**src/hllu_ram.sv**
```systemverilog
// Generic single-write, single-read RAM with a registered read port.
// Stands alone; no package needed.
module hllu_ram #(
   parameter int WIDTH = 8,
   parameter int DEPTH = 256
) (
   input  logic                     clock,
   input  logic                     we,
   input  logic [$clog2(DEPTH)-1:0] waddr,
   input  logic [WIDTH-1:0]         wdata,
   input  logic [$clog2(DEPTH)-1:0] raddr,
   output logic [WIDTH-1:0]         rdata
);

   logic [WIDTH-1:0] mem [DEPTH];
   logic [WIDTH-1:0] rdata_ff;

   // Write port and registered read port.
   always_ff @(posedge clock) begin
      if (we) begin
         mem[waddr] <= wdata;
      end
      rdata_ff <= mem[raddr];
   end

   assign rdata = rdata_ff;

endmodule

```
**config.mk**
```make
export PLATFORM = sky130hd
export DESIGN_NAME = hllu_ram
export DESIGN_NICKNAME = d
export VERILOG_FILES = /design/src/hllu_ram.sv
export SDC_FILE = /design/constraint.sdc
export NUM_CORES = 2
export LEC_CHECK = 0
export BUFFER_PORTS_ARGS = -buffer_cell sky130_fd_sc_hd__buf_2
export CAP_MARGIN = 15
export CORE_AREA = 4 4 395 591
export CTS_CLUSTER_DIAMETER = 60
export CTS_CLUSTER_SIZE = 12
export DETAILED_ROUTE_END_ITERATION = 10
export DIE_AREA = 0 0 399 595
export SLEW_MARGIN = 20
export SYNTH_ARGS = -nofsm -noshare
export SYNTH_HDL_FRONTEND = slang
export SYNTH_SLANG_ARGS = --single-unit
export TNS_END_PERCENT = 30
```
**constraint.sdc**
```tcl
create_clock -name clock -period 4.69 [get_ports clock]
set_input_delay 0.2345 -clock clock [delete_from_list [all_inputs] [get_ports clock]]
set_output_delay 0.2345 -clock clock [all_outputs]
set_load 0.03 [all_outputs]
```
### After elaboration in Yosys (flattened, before gate mapping)

Memory sizes are Yosys's and may differ from the RTL's. A register that Yosys moved wholly into a read port is not among the register bits.
Cells that the tools add are included.

| word-level totals | value |
|---|---|
| memories kept | 1 |
| word-level logic and storage cells | 3 |
| memory bits (writable) | 2048 |
| input bits | 26 |
| output and inout port bits | 8 |
| register bits | 0 |

| operators by class | value |
|---|---|
| mux-type cells | 2 |

Memory list:

| memory | words | width | rd ports | clocked after memory_dff | write ports | line | text |
|---|---|---|---|---|---|---|---|
| mem | 256 | 8 | 1 | 1 | 1 | 15 | `logic [WIDTH-1:0] mem [DEPTH];` |

Operator list:

| kind | count |
|---|---|
| two-way mux 1 bit | 2 |

### Depth between registers and ports, before layout

| logic depth | value |
|---|---|
| depth after elaboration | 2 |
| mapped depth | 11 |
| gate-level depth less buffers | 6 |

### Least setup slack after synthesis

Ideal clock, no wire load.

| timing | value |
|---|---|
| path type | input to register |
| from | in raddr[0] |
| to | reg rdata_ff[2] (netlist: rdata[2]) (read register of mem) |
| cell stages on the path | 9 |
| path slack | 2.518 ns |
| data required time | 4.559 ns |
| arrival time | 2.041 ns |
| buffers on the path | 4 |
| setup time | 0.131 ns |
| cells stage by stage | buf_6 buf_12 buf_8 buf_2 mux4_2 a22oi_1 a21oi_1 nor4_1 nor4_2 |

RTL lines:

| what | line | text |
|---|---|---|
| start, declared | 11 | `input logic [$clog2(DEPTH)-1:0] raddr,` |
| end, declared | 16 | `logic [WIDTH-1:0] rdata_ff;` |

==> PnR_summary.wiki <==
{| class="wikitable"
! Metric !! Value
|-
| Final WL || 208000 um
|-
| FP Rows || 215
|-
| Initial core utilization || 34.8%
|-
| Pin count of the biggest net entering global routing || 156
|-
| Number of levels in the clock H-tree || 4
|-
| Synthesized netlist net count || 3759
|-
| Crit start category || input port
|-
| Top-area cell type share of the netlist area || 77.3%
|-
| Endpoint, Worst Hold || mem[192][7]$_DFFE_PP_
|-
| Element type at the critical path end || flip-flop
|-
| Proportion of synthesized chip area in sequential cells || 77.5%
|-
| Number of iterations in the first detailed-routing pass || 6
|-
| Global-route wire length before repair || 299000 um
|-
| Routed length per instance || 29.9 um
|-
| CP Launch Point || raddr[0]
|-
| Reg-to-reg critical path endpoint || rdata[7]$_DFF_P_
|-
| Leakage power figure || 26.9 nW
|-
| Clock root cell || sky130_fd_sc_hd__clkbuf_16
|-
| RR Startpoint || mem[139][7]$_DFFE_PP_
|-
| Headroom to the max-slew limit || 18.9%
|-
| Maximum VDD drop || 0.282 mV
|-
| Number of port buffers || 33
|-
| Power density over the cells || 408 nW/um2
|-
| Endpoint required time on the critical path || 5.36 ns
|-
| Antenna-violating nets left || 0
|-
| Total power of the final layout || 0.0363 W
|-
| Biggest fanout along the worst timing path || 48
|-
| Hold Vio Cnt, Final || 0
|-
| Data arrival time of the critical path || 3.78 ns
|-
| HPWL after DPL || 133000 um
|-
| Cell depth of the worst flop-to-flop path || 6
|-
| Starting DRT DRC Count || 4378
|-
| Min Clock Period, post-route || 3.11 ns
|-
| Delay of the slowest cell on the worst path || 0.89 ns
|-
| Part of the cycle the worst path needs || 66.3%
|-
| Top achievable clock speed || 322 MHz
|-
| DR vias || 38200
|-
| Global route total overflow || 0
|-
| Maximum buffer depth of the clock tree || 4
|-
| Clock tree from TritonCTS || built
|-
| Ratio of cells with drive above 1 in the final layout || 22.0%
|-
| Total cell area at the placement stage || 83600 um2
|-
| Horizontal die dimension || 399 um
|-
| Library cell with the largest summed area after synthesis || sky130_fd_sc_hd__edfxtp_1
|-
| Number of remaining DRC errors || 0
|-
| GRT Util Overall || 17.4%
|-
| Number of endpoints failing setup at the final stage || 0
|-
| Run status || completed
|-
| Post-route setup TNS || 0 ns
|-
| Standard cell core area || 228000 um2
|-
| Post-synthesis area per instance || 21.3 um2
|-
| Post-CTS setup buffer count || 0
|-
| Actual transition at the worst max-transition pin || 1.22 ns
|-
| Max capacitance violation total || 0
|-
| Later-pin clock latency in the skew report || 0.82 ns
|-
| Final standard cell utilization of the core || 39.0%
|-
| Clock slew seen by the registers of the worst setup and hold paths || 0.06 ns
|-
| Gates resized, CTS repair || 0
|-
| Area growth from synthesis to final layout || 11.9%
|-
| Hold buffers post-CTS || 5
|-
| Die area || 237000 um2
|-
| Tightest hold margin || 0.00265 ns
|-
| Start point of the worst hold path || wdata[7]
|-
| Layout Nets || 3906
|-
| Unrepaired setup endpoints after global routing || false
|-
| Hold Path Class || input port to flip-flop
|-
| Final worst clock skew || 0.0412 ns
|-
| Placer Congestion || 0.847
|-
| #FFs+latches synth || 2056
|-
| Post-synthesis instance area || 79600 um2
|-
| Number of cells produced by synthesis || 3733
|-
| Slack of the worst reg-to-reg path || 1.88 ns
|-
| Share of synthesized registers carrying an async set or reset || 0%
|-
| Y dimension of the die || 595 um
|-
| Count of flip-flops with a built-in enable after synthesis || 2048
|-
| Number of warning messages in the yosys log || 0
|-
| Number of clock sinks || 2056
|-
| Crit-path slowest cell || sky130_fd_sc_hd__nor4_1
|-
| Number of slew-limit violations in the final report || 0
|-
| Count of distinct cell types in the synthesized netlist || 55
|-
| Via count of the first global-routing pass || 40000
|-
| Clock buffers created by TritonCTS || 198
|-
| Number of top-level pins || 34
|-
| Initial antenna violation count || 17
|-
| Via density || 5.48
|-
| Dominant synthesized flop cell || sky130_fd_sc_hd__edfxtp_1
|-
| Non-Filler Cell Area, Final || 89000 um2
|-
| Hold Path Depth || 1
|-
| Sequence of cells on the critical path || buf_8 > buf_12 > buf_12 > mux2i_1 > o22ai_1 > o21ai_0 > nand3_1 > nor4_1 > buf_4 > nor4_1
|-
| Class of the most critical setup path || input port to flip-flop
|-
| Cell types with the largest area share after synthesis || sky130_fd_sc_hd__edfxtp_1 77%, sky130_fd_sc_hd__mux4_2 13%, sky130_fd_sc_hd__mux2i_1 1.7%, sky130_fd_sc_hd__nor2_1 1.3%, sky130_fd_sc_hd__a22oi_1 1.3%
|}
cells in the mapped netlist, types with 6 or more instances:
library cell / instances
sky130_fd_sc_hd__edfxtp_1: 2048
sky130_fd_sc_hd__mux4_2: 454
sky130_fd_sc_hd__nor2_1: 282
sky130_fd_sc_hd__mux2i_1: 134
sky130_fd_sc_hd__a22oi_1: 133
sky130_fd_sc_hd__clkbuf_1: 111
sky130_fd_sc_hd__a21oi_1: 96
sky130_fd_sc_hd__o221ai_1: 46
sky130_fd_sc_hd__nand3_1: 34
sky130_fd_sc_hd__nand2_1: 33
sky130_fd_sc_hd__buf_2: 31
sky130_fd_sc_hd__nor2b_1: 31
sky130_fd_sc_hd__o22ai_1: 28
sky130_fd_sc_hd__buf_4: 27
sky130_fd_sc_hd__nor4_1: 24
sky130_fd_sc_hd__buf_1: 22
sky130_fd_sc_hd__nor3_1: 22
sky130_fd_sc_hd__buf_6: 21
sky130_fd_sc_hd__a211oi_1: 16
sky130_fd_sc_hd__a221oi_1: 13
sky130_fd_sc_hd__buf_8: 13
sky130_fd_sc_hd__nand4_1: 10
sky130_fd_sc_hd__o211ai_1: 10
sky130_fd_sc_hd__o21ai_0: 10
sky130_fd_sc_hd__a22o_1: 8
sky130_fd_sc_hd__buf_12: 8
sky130_fd_sc_hd__dfxtp_1: 8
sky130_fd_sc_hd__nand2b_1: 8
sky130_fd_sc_hd__and2_1: 6
cells by family after synthesis:
logic type             after synthesis  synth area share (%)
AO/OA/AOI/OAI                      385                  3.42
multiplexers                       591                  14.6
AND/OR/NAND/NOR                    466                  2.63
flip-flops                        2056                  77.5
buffers and inverters              235                  1.83
worst max-delay path by stage:
stage,to
2_1_floorplan,rdata[2]$_DFF_P_
3_3_place_gp,rdata[2]$_DFF_P_
3_5_place_dp,rdata[4]$_DFF_P_
4_1_cts,rdata[4]$_DFF_P_
5_1_grt,rdata[4]$_DFF_P_
6_report,rdata[4]$_DFF_P_
area by class of cell:
class	instances	area, um2
Clock inverter	6	138
Clock buffer	234	5150
Timing Repair Buffer	180	1720
Inverter	2	7.51
Sequential cell	2056	61700
Multi-Input combinational cell	1442	16500
Tap cell	3038	3800
Fill cell	20200	139000
Antenna cell	8	20.0
where the power goes:
group          switching, W  total, W  internal [W]
clock network       0.00637    0.0141       0.00775
registers         0.0000360    0.0203        0.0203
logic               0.00127   0.00191      0.000640
through the flow:
stage	cells	setup slack [ns]
after floorplan	3733	2.52
after global placement	6711	0.690
final	6966	1.58
after detailed placement	6711	0.670
after CTS	6956	1.53
after global routing	6959	1.57
state kept, by name (all words and copies together), names as in the netlist:
register  flops
mem        2048
rdata         8
critical path: cells and delay by family:
family | cells | cell delay (ns)
AO/OA/AOI/OAI | 2 | 0.62
AND/OR/NAND/NOR | 3 | 1.12
multiplexers | 1 | 0.32
buffers and inverters | 4 | 1.33
per-layer routing:
metal / track usage, % / part of all wire (%) / vias to the layer above
met3: 2.66 / 6.0 / 412
li1: - / - / 15900
met4: 7.37 / 4.9 / 8
met2: 31.7 / 54 / 1390
met5: 0 / 0.026 / -
met1: 20.2 / 35 / 20500
cell usage in the layout (no fill, tap or decap), drive strengths merged, types with 2 or more instances in the layout:
cell type / instances
dfxtp: 8
and2: 6
dlygate4sd3: 6
diode: 8
mux4: 456
nor3: 22
nor2: 282
nor2b: 31
nand4: 10
o21ai: 12
a311oi: 2
buf: 174
nand3b: 2
a22oi: 133
clkinv: 3
o221ai: 47
mux2i: 134
a22o: 8
nand2: 33
and3b: 2
a221oi: 14
o211ai: 10
a2111oi: 5
a21oi: 96
o32ai: 5
clkbuf: 234
a31oi: 2
bufinv: 2
edfxtp: 2048
nand3: 34
a211oi: 16
nor4: 27
or2: 4
inv: 3
o22ai: 28
nand2b: 8
o22a: 5
(Power assumes the default switching activity.)
