File: src/hllu_pkg.sv
// Shared types, constants and helper functions for the HLL register update block.
// Used by hllu_div, hll_register_update_hip and the testbench; depends on nothing.
package hllu_pkg;

   // Sizing of the register store and of the HIP fixed-point format.
   localparam int MAX_LG_K      = 12;
   localparam int HIP_FRAC_BITS = 16;
   localparam int RANK_SPLIT    = 32;
   localparam int LGK_MIN       = 4;

   localparam int LGK_W   = 4;
   localparam int ADDR_W  = MAX_LG_K;
   localparam int DEPTH   = 1 << MAX_LG_K;
   localparam int KEY_W   = 26;
   localparam int RANK_W  = 6;
   localparam int SUM_W   = 45;
   localparam int ZC_W    = 13;
   localparam int ACC_W   = 64;
   localparam int QUO_W   = 64;
   localparam int CNT_W   = $clog2(QUO_W);
   // The rank sum in units of 2^-64: low sum shifted up, plus the high sum.
   localparam int DEN_W   = SUM_W + RANK_SPLIT;

   localparam logic [LGK_W-1:0] LGK_RESET = LGK_W'(12);

   // Sequencer states of the top level.
   typedef enum logic [2:0] {
      ST_CLEAR,
      ST_IDLE,
      ST_LOOKUP,
      ST_DIVIDE
   } hllu_state_type;

   // Input beat.
   typedef struct packed {
      logic [KEY_W-1:0]  slot_key;
      logic [RANK_W-1:0] rank;
   } hllu_req_type;

   // Result beat.
   typedef struct packed {
      logic              changed;
      logic [ACC_W-1:0]  hip_estimate;
      logic [ZC_W-1:0]   zero_registers;
      logic [SUM_W-1:0]  low_rank_sum;
      logic [SUM_W-1:0]  high_rank_sum;
   } hllu_rsp_type;

   // Clamp the written lg_k into the supported range.
   function automatic logic [LGK_W-1:0] clamp_lgk(input logic [LGK_W-1:0] v);
      logic [LGK_W-1:0] r;
      r = v;
      if (r < LGK_W'(LGK_MIN)) r = LGK_W'(LGK_MIN);
      if (r > LGK_W'(MAX_LG_K)) r = LGK_W'(MAX_LG_K);
      return r;
   endfunction

   // Term 2^-v in the scale of its own sum. Below the split it is 2^(32-v)
   // in the low sum; at or above it, 2^(64-v) in the high sum. Both reduce
   // to a shift by 32 minus the low five bits of the rank.
   function automatic logic [SUM_W-1:0] rank_term(input logic [RANK_W-1:0] v);
      logic [RANK_W-1:0] sh;
      sh = RANK_W'(RANK_SPLIT) - {1'b0, v[4:0]};
      return SUM_W'(1) << sh;
   endfunction

endpackage

File: src/hllu_div.sv
// Radix-2 restoring divider: 2^(lg_k + frac bits + 64) over the rank sum,
// one quotient bit per cycle, saturated to 64 bits. Uses hllu_pkg.
module hllu_div (
   input  logic                        clock,
   input  logic                        reset,
   input  logic                        start,
   input  logic [hllu_pkg::LGK_W-1:0]  lgk_eff,
   input  logic [hllu_pkg::DEN_W-1:0]  denom,
   output logic                        done,
   output logic [hllu_pkg::QUO_W-1:0]  quotient
);

   logic                        busy_ff, busy_in;
   logic                        done_ff, done_in;
   logic                        sat_ff, sat_in;
   logic [hllu_pkg::CNT_W-1:0]  cnt_ff, cnt_in;
   logic [hllu_pkg::DEN_W-1:0]  rem_ff, rem_in;
   logic [hllu_pkg::DEN_W-1:0]  den_ff, den_in;
   logic [hllu_pkg::QUO_W-1:0]  quo_ff, quo_in;
   logic [hllu_pkg::DEN_W:0]    trial;
   logic [hllu_pkg::DEN_W:0]    den_ext;
   logic                        fits;

   // One shift-compare-subtract step on the partial remainder.
   assign trial   = {rem_ff, 1'b0};
   assign den_ext = {1'b0, den_ff};
   assign fits    = (trial >= den_ext);

   always_comb begin
      busy_in = busy_ff;
      done_in = 1'b0;
      sat_in  = sat_ff;
      cnt_in  = cnt_ff;
      rem_in  = rem_ff;
      den_in  = den_ff;
      quo_in  = quo_ff;
      if (start) begin
         // The numerator's upper half is a single bit; its low 64 bits are zero.
         busy_in = 1'b1;
         cnt_in  = '0;
         den_in  = denom;
         rem_in  = hllu_pkg::DEN_W'(1) << (32'(lgk_eff) + hllu_pkg::HIP_FRAC_BITS);
         quo_in  = '0;
         sat_in  = 1'b0;
      end else if (busy_ff) begin
         // On the first step, an upper half at or above the divisor means
         // the quotient does not fit in 64 bits (a zero divisor included).
         if (cnt_ff == '0) begin
            sat_in = (rem_ff >= den_ff);
         end
         rem_in = fits ? hllu_pkg::DEN_W'(trial - den_ext) : trial[hllu_pkg::DEN_W-1:0];
         quo_in = {quo_ff[hllu_pkg::QUO_W-2:0], fits};
         cnt_in = cnt_ff + 1'b1;
         if (cnt_ff == {hllu_pkg::CNT_W{1'b1}}) begin
            busy_in = 1'b0;
            done_in = 1'b1;
         end
      end
   end

   always_ff @(posedge clock) begin
      if (reset) begin
         busy_ff <= 1'b0;
         done_ff <= 1'b0;
      end else begin
         busy_ff <= busy_in;
         done_ff <= done_in;
      end
      sat_ff <= sat_in;
      cnt_ff <= cnt_in;
      rem_ff <= rem_in;
      den_ff <= den_in;
      quo_ff <= quo_in;
   end

   assign done     = done_ff;
   assign quotient = sat_ff ? {hllu_pkg::QUO_W{1'b1}} : quo_ff;

endmodule

File: config.mk
export PLATFORM = sky130hd
export DESIGN_NAME = hllu_div
export DESIGN_NICKNAME = d
export VERILOG_FILES = /design/src/hllu_pkg.sv /design/src/hllu_div.sv
export SDC_FILE = /design/constraint.sdc
export NUM_CORES = 1
export LEC_CHECK = 0
export BUFFER_PORTS_ARGS = -buffer_cell sky130_fd_sc_hd__buf_2
export CORE_UTILIZATION = 40
export CTS_BUF_LIST = sky130_fd_sc_hd__clkbuf_8
export CTS_CLUSTER_DIAMETER = 100
export CTS_CLUSTER_SIZE = 12
export DETAILED_ROUTE_END_ITERATION = 12
export PLACE_DENSITY = 0.6
export SYNTH_ARGS = -nofsm -noshare
export SYNTH_HDL_FRONTEND = slang
export SYNTH_SLANG_ARGS = --single-unit
File: constraint.sdc
create_clock -name clock -period 3 [get_ports clock]
set_input_delay 0.3 -clock clock [delete_from_list [all_inputs] [get_ports clock]]
set_output_delay 0.3 -clock clock [all_outputs]
set_load 0.005 [all_outputs]
Yosys cells after proc, flatten, opt, wreduce, memory -nomap -nowiden
Index checks and enable logic that the tools add are counted.
W data, S select, Z words.
- bits in registers: 227
- bits in latches: 0
- memory bits (writable): 0
- memory bits (read-only): 0
- memories: 0
- $add $sub $neg: 3
- $mul: 0
- div/mod/pow operators: 0
- magnitude comparators: 2
- equality and inequality tests: 1
- shift-type cells: 1
- muxes and demuxes: 8
- bitwise operators: 1
- reduce and logical (&&, ||, !) cells: 4
- operator list (operator ; count):
    $mux W77 ; 3
    $ge A78 B77 Y1 ; 1
    $ge A77 B77 Y1 ; 1
    $shl A1 B6 Y77 const A ; 1
    $sub A77 B77 Y77 ; 1
    $mux W64 ; 1
    $add A4 B5 Y6 const B ; 1
    $add A6 B1 Y6 const B ; 1
    $eq A6 B6 Y1 const B ; 1
    $logic_not A6 Y1 ; 1
    $mux W1 ; 4
    $reduce_or A3 Y1 ; 1
    $reduce_and A2 Y1 ; 1
    $reduce_bool A2 Y1 ; 1
    $not A1 Y1 ; 1

Depth between registers and ports, before layout
Gate-level depths: netlist of run 1.
- depth in word-level cells: 4
- gate-level depth with buffers: 16
- depth with buffers taken out: 13

Worst setup path after synthesis of run 1
OpenSTA, ideal clock, no wires.
- path type: reg-to-reg
- from: reg rem_ff[0] in the netlist's numbering
- to: reg rem_ff[68] in the netlist's numbering (data pin)
- setup time: 0.259 ns
- arrival time: 2.824 ns
- data required time: 2.741 ns
- setup slack: -0.083 ns
- cell stages (with the launch flop): 12
- path buffers: 0
- cell sequence: edfxtp_1 -> inv_1 -> fa_1 -> nor2b_1 -> o21bai_1 -> a211o_1 -> a311oi_2 -> nor3_2 -> a31o_2 -> o31a_1 -> o21a_1 -> a211o_1
- longest elaborated chain between the ends: 4
- elaborated cells between the ends (all ways): 5
- classes of those cells: add/sub (1); order compare (1); mux (3)
- ends and longest elaborated chain (item ; line ; source):
    from (decl) ; hllu_div.sv:17 ; logic [hllu_pkg::DEN_W-1:0] rem_ff, rem_in;
    from (signal assigned) ; hllu_div.sv:71 ; rem_ff <= rem_in;
    $sub A77 B77 Y77 / $ge A78 B77 Y1 (equally long branches) ; hllu_div.sv:51, hllu_div.sv:27 ;
    $mux W77 * ; hllu_div.sv:51 ; rem_in = fits ? hllu_pkg::DEN_W'(trial - den_ext) : trial[hllu_pkg::DEN_W-1:0];
    $mux W77 * ; hllu_div.sv:45 ; end else if (busy_ff) begin
    $mux W77 * ; hllu_div.sv:37 ; if (start) begin
Mark *: on every way between the ends. The rest lies on a longest branch, timed or not. The select of a mux whose other input is x is not followed.
A chain may end at the register's enable or synchronous reset.

Worst setup path after layout of run 1
- from: reg rem_ff[23] in the netlist's numbering
- to: reg rem_ff[68] in the netlist's numbering (data pin)
Same word-level chain as after synthesis.

==> impl_metrics.env, run 1 <==
export IMPL_numCtsBuffers=23
export IMPL_nets=2572
export IMPL_grt_antenna_before_repair=1
export IMPL_synth_async_reset_ratio_pct=0
export IMPL_critPathLaunchType="register"
export IMPL_path_max_fanout=3
export IMPL_grt_start_max_net_pins=118
export IMPL_yosysSeqAreaShare_pct=38.4
export IMPL_yosysMostFrequentCell="nand2_1"
export IMPL_grt_usage_pct=24.5
export IMPL_tightest_slew_ns=1.15
export IMPL_final_antenna_net_count=0
export IMPL_portBuffers=148
export IMPL_overflow=0
export IMPL_rows=72
export IMPL_vias_per_cell=5.32
export IMPL_clk_path_buf_depth=3
export IMPL_cp_cell_sequence="ha_4 > buf_4 > nand4_1 > nor4_4 > buf_4 > nand3_2 > a311oi_4 > nor3_2 > a31o_2 > o31a_1 > o21a_1 > a211o_1"
export IMPL_ys_warn_count=0
export IMPL_netlist_top_cells_count="nand2_1 (178), a21oi_1 (167), nor2_1 (157), ha_1 (156), edfxtp_1 (154)"
export IMPL_synth_fa_ha_area_share_pct=12.4
export IMPL_end_kind="register"
export IMPL_synth_compound_area_share_pct=17.7
export IMPL_synthCells=1747
export IMPL_synth_top_family_by_area="simple AND/OR/NAND/NOR gates"
export IMPL_maxSlewViolCount=0
export IMPL_required_ns=3.36
export IMPL_slowest_stage="edfxtp_1"
export IMPL_p_leak_nw=10.5
export IMPL_io_pin_count=149
export IMPL_yosys_area_share_simple_pct=18.4
export IMPL_drc_errors=0
export IMPL_synth_nets=1988
export IMPL_wl_per_cell_um=17.8
export IMPL_relSlewSlack_pct=23.2
export IMPL_fin_hold_ws_ns=0.0935
export IMPL_synthXorXnorAreaFrac_pct=3.59
export IMPL_first_iter_violations=917
export IMPL_finalSetupViolCount=78
export IMPL_postSynthAreaPerCell_um2=9.07
export IMPL_synth_main_ff_cell="edfxtp_1"
export IMPL_synth_edf_count=154
export IMPL_num_vias=15200
export IMPL_rsz0062_at_grt="true"
export IMPL_max_stage_delay_ns=0.44
export IMPL_cts_num_sinks=227
export IMPL_finalCritPeriodShare_pct=112
export IMPL_ys_ff_latch=227
export IMPL_hold_viol=0
export IMPL_cts_root_buf="clkbuf_8"
export IMPL_skew_ns=0.0399
export IMPL_worst_setup_path_type="register to register"
export IMPL_maxCapViolCount=0
export IMPL_run_status="finished, violations left"
export IMPL_dpl_cell_area_um2=19800
export IMPL_hpwl_um=36400
export IMPL_fmax_mhz=297
export IMPL_tns_ns=-15.92
export IMPL_dr_pass1_iters=5
export IMPL_die_x_um=201
export IMPL_clk_latency_ns=0.64
export IMPL_place_gp_congestion=0.952
export IMPL_cp_arrival_ns=3.72
export IMPL_setup_ws_ns=-0.364
export IMPL_crit_start="rem_ff[23]"
export IMPL_grt_pass1_wl_um=80400
export IMPL_yosys_area_top_type="edfxtp_1"
export IMPL_grt_pass1_vias=15500
export IMPL_r2r_start="rem_ff[23]"
export IMPL_wirelength_um=50900
export IMPL_fin_cells=2864
export IMPL_cts_tree="done"
export IMPL_die_area_um2=40400
export IMPL_min_path_type="input port to register"
export IMPL_final_area_um2=22800
export IMPL_cpMostUsedCell="buf_4"
export IMPL_die_h_um=201
export IMPL_area_growth_syn_to_layout_pct=43.8
export IMPL_violations="setup timing"
export IMPL_synthMuxAreaShare_pct=4.29
export IMPL_ys_top_cells_by_area="edfxtp_1 (29%), ha_1 (12%), dfxtp_1 (9.2%), a21oi_1 (5.3%), mux2i_1 (4.3%)"
export IMPL_fp_coreArea_um2=38800
export IMPL_hp_start="start"
export IMPL_yosys_area_top_type_share_pct=29.2
export IMPL_yosysUniqueCellTypes=78
export IMPL_dp_cells=2709
export IMPL_min_period_ns=3.36
export IMPL_clk_pin_slew_worst_paths_ns=0.11
export IMPL_initial_core_util_pct=40.8
export IMPL_cts_max_level=1
export IMPL_synthesis_area_um2=15800
export IMPL_drive_gt1_share_pct=38.2
export IMPL_power_density_nw_per_um2=953
export IMPL_peakVddDrop_mv=0.511
## registers in the layout, summed over array words and instances (netlist names)
register  count
den_ff       77
rem_ff       77
quo_ff       64
cnt_ff        6
busy_ff       1
done          1
sat_ff        1
## per-layer routing
metal	vias up	share of wire [%]	global-route usage [%]	routed length (um)
met5	-	0	0	0
met4	0	2.5	7.20	1280
met3	71	4.7	3.17	2370
met2	370	48	41.5	24300
met1	7292	45	32.4	22900
li1	7501	-	-	-
## cells in the final DEF (no fill, tap or decap), types with 17 or more instances in the layout
master and n:
a211oi_2 19, a21o_1 54, a21oi_1 117, a21oi_2 45, buf_2 147, buf_4 378
clkbuf_8 24, dfxtp_1 72, dlygate4sd3_1 78, edfxtp_1 154, ha_1 133, ha_4 20
inv_1 110, mux2i_1 68, nand2_1 132, nand2_2 26, nand2_4 21, nand3_1 30
nand4_1 45, nor2_1 144, nor3_1 17, o21ai_0 52, o21ai_1 20, or2_2 69
xnor2_1 43, xor2_1 20
## what timing repair did
item                                   in CTS  in global routing
setup endpoints to repair                  79                 79
gates cloned                               11                  1
endpoints found under the hold margin      79                  0
pin swaps                                  42                 52
hold buffers                               78                  0
resized for setup                         178                131
buffers inserted                           16                 18
## cell type report
cell class | instances | area [um^2]
Fill cell | 3392 | 16000
Multi-Input combinational cell | 1333 | 10200
Sequential cell | 227 | 6090
Timing Repair Buffer | 644 | 5080
Tap cell | 518 | 648
Inverter | 102 | 383
Clock buffer | 23 | 317
Clock inverter | 16 | 101
Antenna cell | 1 | 2.50
## stage by stage
| step | setup WS, ns | total power, mW | utilization [%] |
|---|---|---|---|
| final | -0.364 | 21.7 | 58.7 |
| after global routing | -0.409 | 23.1 | 58.7 |
| after CTS | -0.308 | 20.7 | 56.9 |
| after detailed placement | -0.509 | 16.4 | 51.0 |
| after global placement | -0.446 | 16.2 | 51.0 |
| after floorplan | 0.00462 | 11.2 | - |
## where the power goes
group          total [mW]  switching (mW)  internal, mW  leakage, nW
clock                2.06            1.25         0.814        0.261
sequential           4.51           0.398          4.11         2.16
combinational        15.1            7.62          7.53         8.05
total                21.7            9.26          12.5         10.5
## cell families after synthesis
logic type	count (synthesis)
adder cells (fa/ha/maj)	157
multiplexers	68
flip-flops	227
AND/OR/NAND/NOR	601
XOR/XNOR	65
buffers and inverters	187
AO/OA/AOI/OAI	442
## critical path, delay by kind of cell (launching register included)
kind	cells	cell delay, ns
compound gates	5	1.34
simple gates	4	0.72
fa+ha+maj	1	0.30
buf+inv	2	0.30
flops	1	0.44
## path summary, 6_finish.rpt
kind | endpoint | cells after the start | slack, ns
max | rem_ff[68] | 12 | -0.36
min | cnt_ff[4] | 2 | 0.09
max reg2reg | rem_ff[68] | 12 | -0.36
min reg2reg | quo_ff[63] | 2 | 0.50
Power figures use the tool's default switching activity.
==> run 2, diff against run 1 <==
--- a/config.mk
+++ b/config.mk
@@ -6,12 +6,12 @@
 export NUM_CORES = 1
 export LEC_CHECK = 0
 export BUFFER_PORTS_ARGS = -buffer_cell sky130_fd_sc_hd__buf_2
-export CORE_UTILIZATION = 40
+export CORE_UTILIZATION = 56
 export CTS_BUF_LIST = sky130_fd_sc_hd__clkbuf_8
 export CTS_CLUSTER_DIAMETER = 100
 export CTS_CLUSTER_SIZE = 12
 export DETAILED_ROUTE_END_ITERATION = 12
-export PLACE_DENSITY = 0.6
+export PLACE_DENSITY = 0.79
 export SYNTH_ARGS = -nofsm -noshare
 export SYNTH_HDL_FRONTEND = slang
 export SYNTH_SLANG_ARGS = --single-unit
==> impl_metrics.env, run 2 (synthesis gave the netlist of run 1 again) <==
export IMPL_first_iter_violations=1718
export IMPL_seqCellArea_um2=6090
export IMPL_skew_ns=0.0437
export IMPL_clk_path_buf_depth=3
export IMPL_nets=2620
export IMPL_rows=61
export IMPL_worst_setup_path_type="register to register"
export IMPL_hp_start="lgk_eff[2]"
export IMPL_rsz0062_at_grt="true"
export IMPL_die_x_um=170
export IMPL_dr_pass1_iters=8
export IMPL_dpl_worst_slack_ns=-0.381
export IMPL_cts_num_sinks=227
export IMPL_crit_buf_inv=4
export IMPL_grt_antenna_before_repair=0
export IMPL_grt_usage_pct=35.1
export IMPL_fp_coreArea_um2=27800
export IMPL_io_pin_count=149
export IMPL_final_area_um2=23400
export IMPL_finalCritPeriodShare_pct=112
export IMPL_reg_top3="den_ff (77), rem_ff (77), quo_ff (64)"
export IMPL_power_density_nw_per_um2=999
export IMPL_numCtsBuffers=22
export IMPL_drive_gt1_share_pct=41.3
export IMPL_area_growth_syn_to_layout_pct=47.6
export IMPL_finalSetupViolCount=77
export IMPL_cts_max_level=1
export IMPL_drc_errors=0
export IMPL_violations="setup timing"
export IMPL_fin_hold_ws_ns=0.166
export IMPL_fmax_mhz=298
export IMPL_clk_latency_ns=0.61
export IMPL_p_total_mw=23.4
export IMPL_die_area_um2=29000
export IMPL_place_gp_congestion=1.00
export IMPL_multi_input_area_um2=10700
export IMPL_crit_start="rem_ff[45]"
export IMPL_cpMostUsedCell="buf_6"
export IMPL_grt_start_max_net_pins=90
export IMPL_maxCapViolCount=0
export IMPL_path_max_fanout=3
export IMPL_r2r_start="rem_ff[45]"
export IMPL_clk_pin_slew_worst_paths_ns=0.12
export IMPL_initial_core_util_pct=57.0
export IMPL_nFillCells=1514
export IMPL_run_status="finished, violations left"
export IMPL_required_ns=3.38
export IMPL_overflow=0
export IMPL_min_period_ns=3.36
export IMPL_num_vias=17000
export IMPL_end_kind="register"
export IMPL_dpl_cell_area_um2=19700
export IMPL_min_path_type="input port to register"
export IMPL_max_stage_delay_ns=0.50
export IMPL_vias_per_cell=6.15
export IMPL_final_util_pct=84.2
export IMPL_final_common_cell="buf_4"
export IMPL_wirelength_um=59000
export IMPL_relSlewSlack_pct=23.8
export IMPL_die_h_um=170
export IMPL_grt_pass1_vias=16100
export IMPL_dp_cells=2590
export IMPL_hold_viol=0
export IMPL_setup_ws_ns=-0.355
export IMPL_wl_per_cell_um=21.3
export IMPL_grt_pass1_wl_um=80900
export IMPL_final_antenna_net_count=0
export IMPL_cts_tree="done"
export IMPL_tns_ns=-17.84
export IMPL_hpwl_um=35800
export IMPL_crit_family="compound AO/OA/AOI/OAI gates"
export IMPL_cts_root_buf="clkbuf_8"
export IMPL_fin_cells=2771
export IMPL_portBuffers=148
export IMPL_final_cell_mix="buf_4 (419), edfxtp_1 (154), buf_2 (147), nor2_1 (142), nand2_1 (125)"
export IMPL_critPathLaunchType="register"
export IMPL_p_leak_nw=10.8
export IMPL_slowest_stage="edfxtp_1"
export IMPL_diodes=0
export IMPL_maxSlewViolCount=0
export IMPL_tightest_slew_ns=1.14
export IMPL_peakVddDrop_mv=0.562
export IMPL_cp_cell_sequence="ha_4 > buf_6 > buf_6 > a21o_1 > a31o_4 > a221oi_2 > buf_4 > o2bb2ai_4 > o21a_1 > a31o_4 > buf_6 > o21ai_4 > a221oi_2 > mux2i_1 > a31o_1"
export IMPL_cp_arrival_ns=3.73
==> run 2: changes by cell type in the layout (fill, tap and decap cells not counted), sizes merged <==
| cell | change |
|---|---|
| bufinv | -1 |
| clkinv | +1 |
| o21a | +2 |
| diode | -1 |
| buf | +44 |
| clkbuf | +2 |
==> run 2: layer usage <==
layer	routed length (um)	track usage (%)
met1	21500	42.1
met2	28300	62.0
met3	5320	5.26
met4	3920	15.4
met5	0	0
==> run 2: path summary, 6_finish.rpt <==
kind | to | slack, ns | depth (start not counted)
max reg2reg | rem_ff[76] | -0.36 | 15
min reg2reg | quo_ff[63] | 0.50 | 2
min | rem_ff[17] | 0.17 | 3
max | rem_ff[76] | -0.36 | 15
==> run 2: layout make-up <==
| cell class | count | share of cell area (%) |
|---|---|---|
| timing repair buffer | 691 | 23.1 |
| inverter | 102 | 1.64 |
| tap | 378 | 2.02 |
| clock inverter | 16 | 0.310 |
| clock buffer | 22 | 1.29 |
| sequential | 227 | 26.0 |
| multi-input combinational | 1335 | 45.6 |
==> run 2: what timing repair did <==
item                                    CTS  global route
gates resized for setup                 149           247
endpoints found under the setup margin   79            79
buffers inserted                         31            27
cloned                                    4             7
hold buffers                             78             0
pin swaps                                61           107
endpoints found under the hold margin    79             0
==> run 2: tightest hold or removal path, stage by stage <==
cell and delay, ns:
buf_2 0.12, or4_1 0.11, o21ai_1 0.07
==> run 2: where the power goes <==
group | internal [mW] | switching [mW] | leakage (nW) | total, mW
registers | 4.12 | 0.464 | 2.16 | 4.58
logic | 8.13 | 8.79 | 8.39 | 16.9
clock network | 0.691 | 1.17 | 0.245 | 1.86
total | 12.9 | 10.4 | 10.8 | 23.4
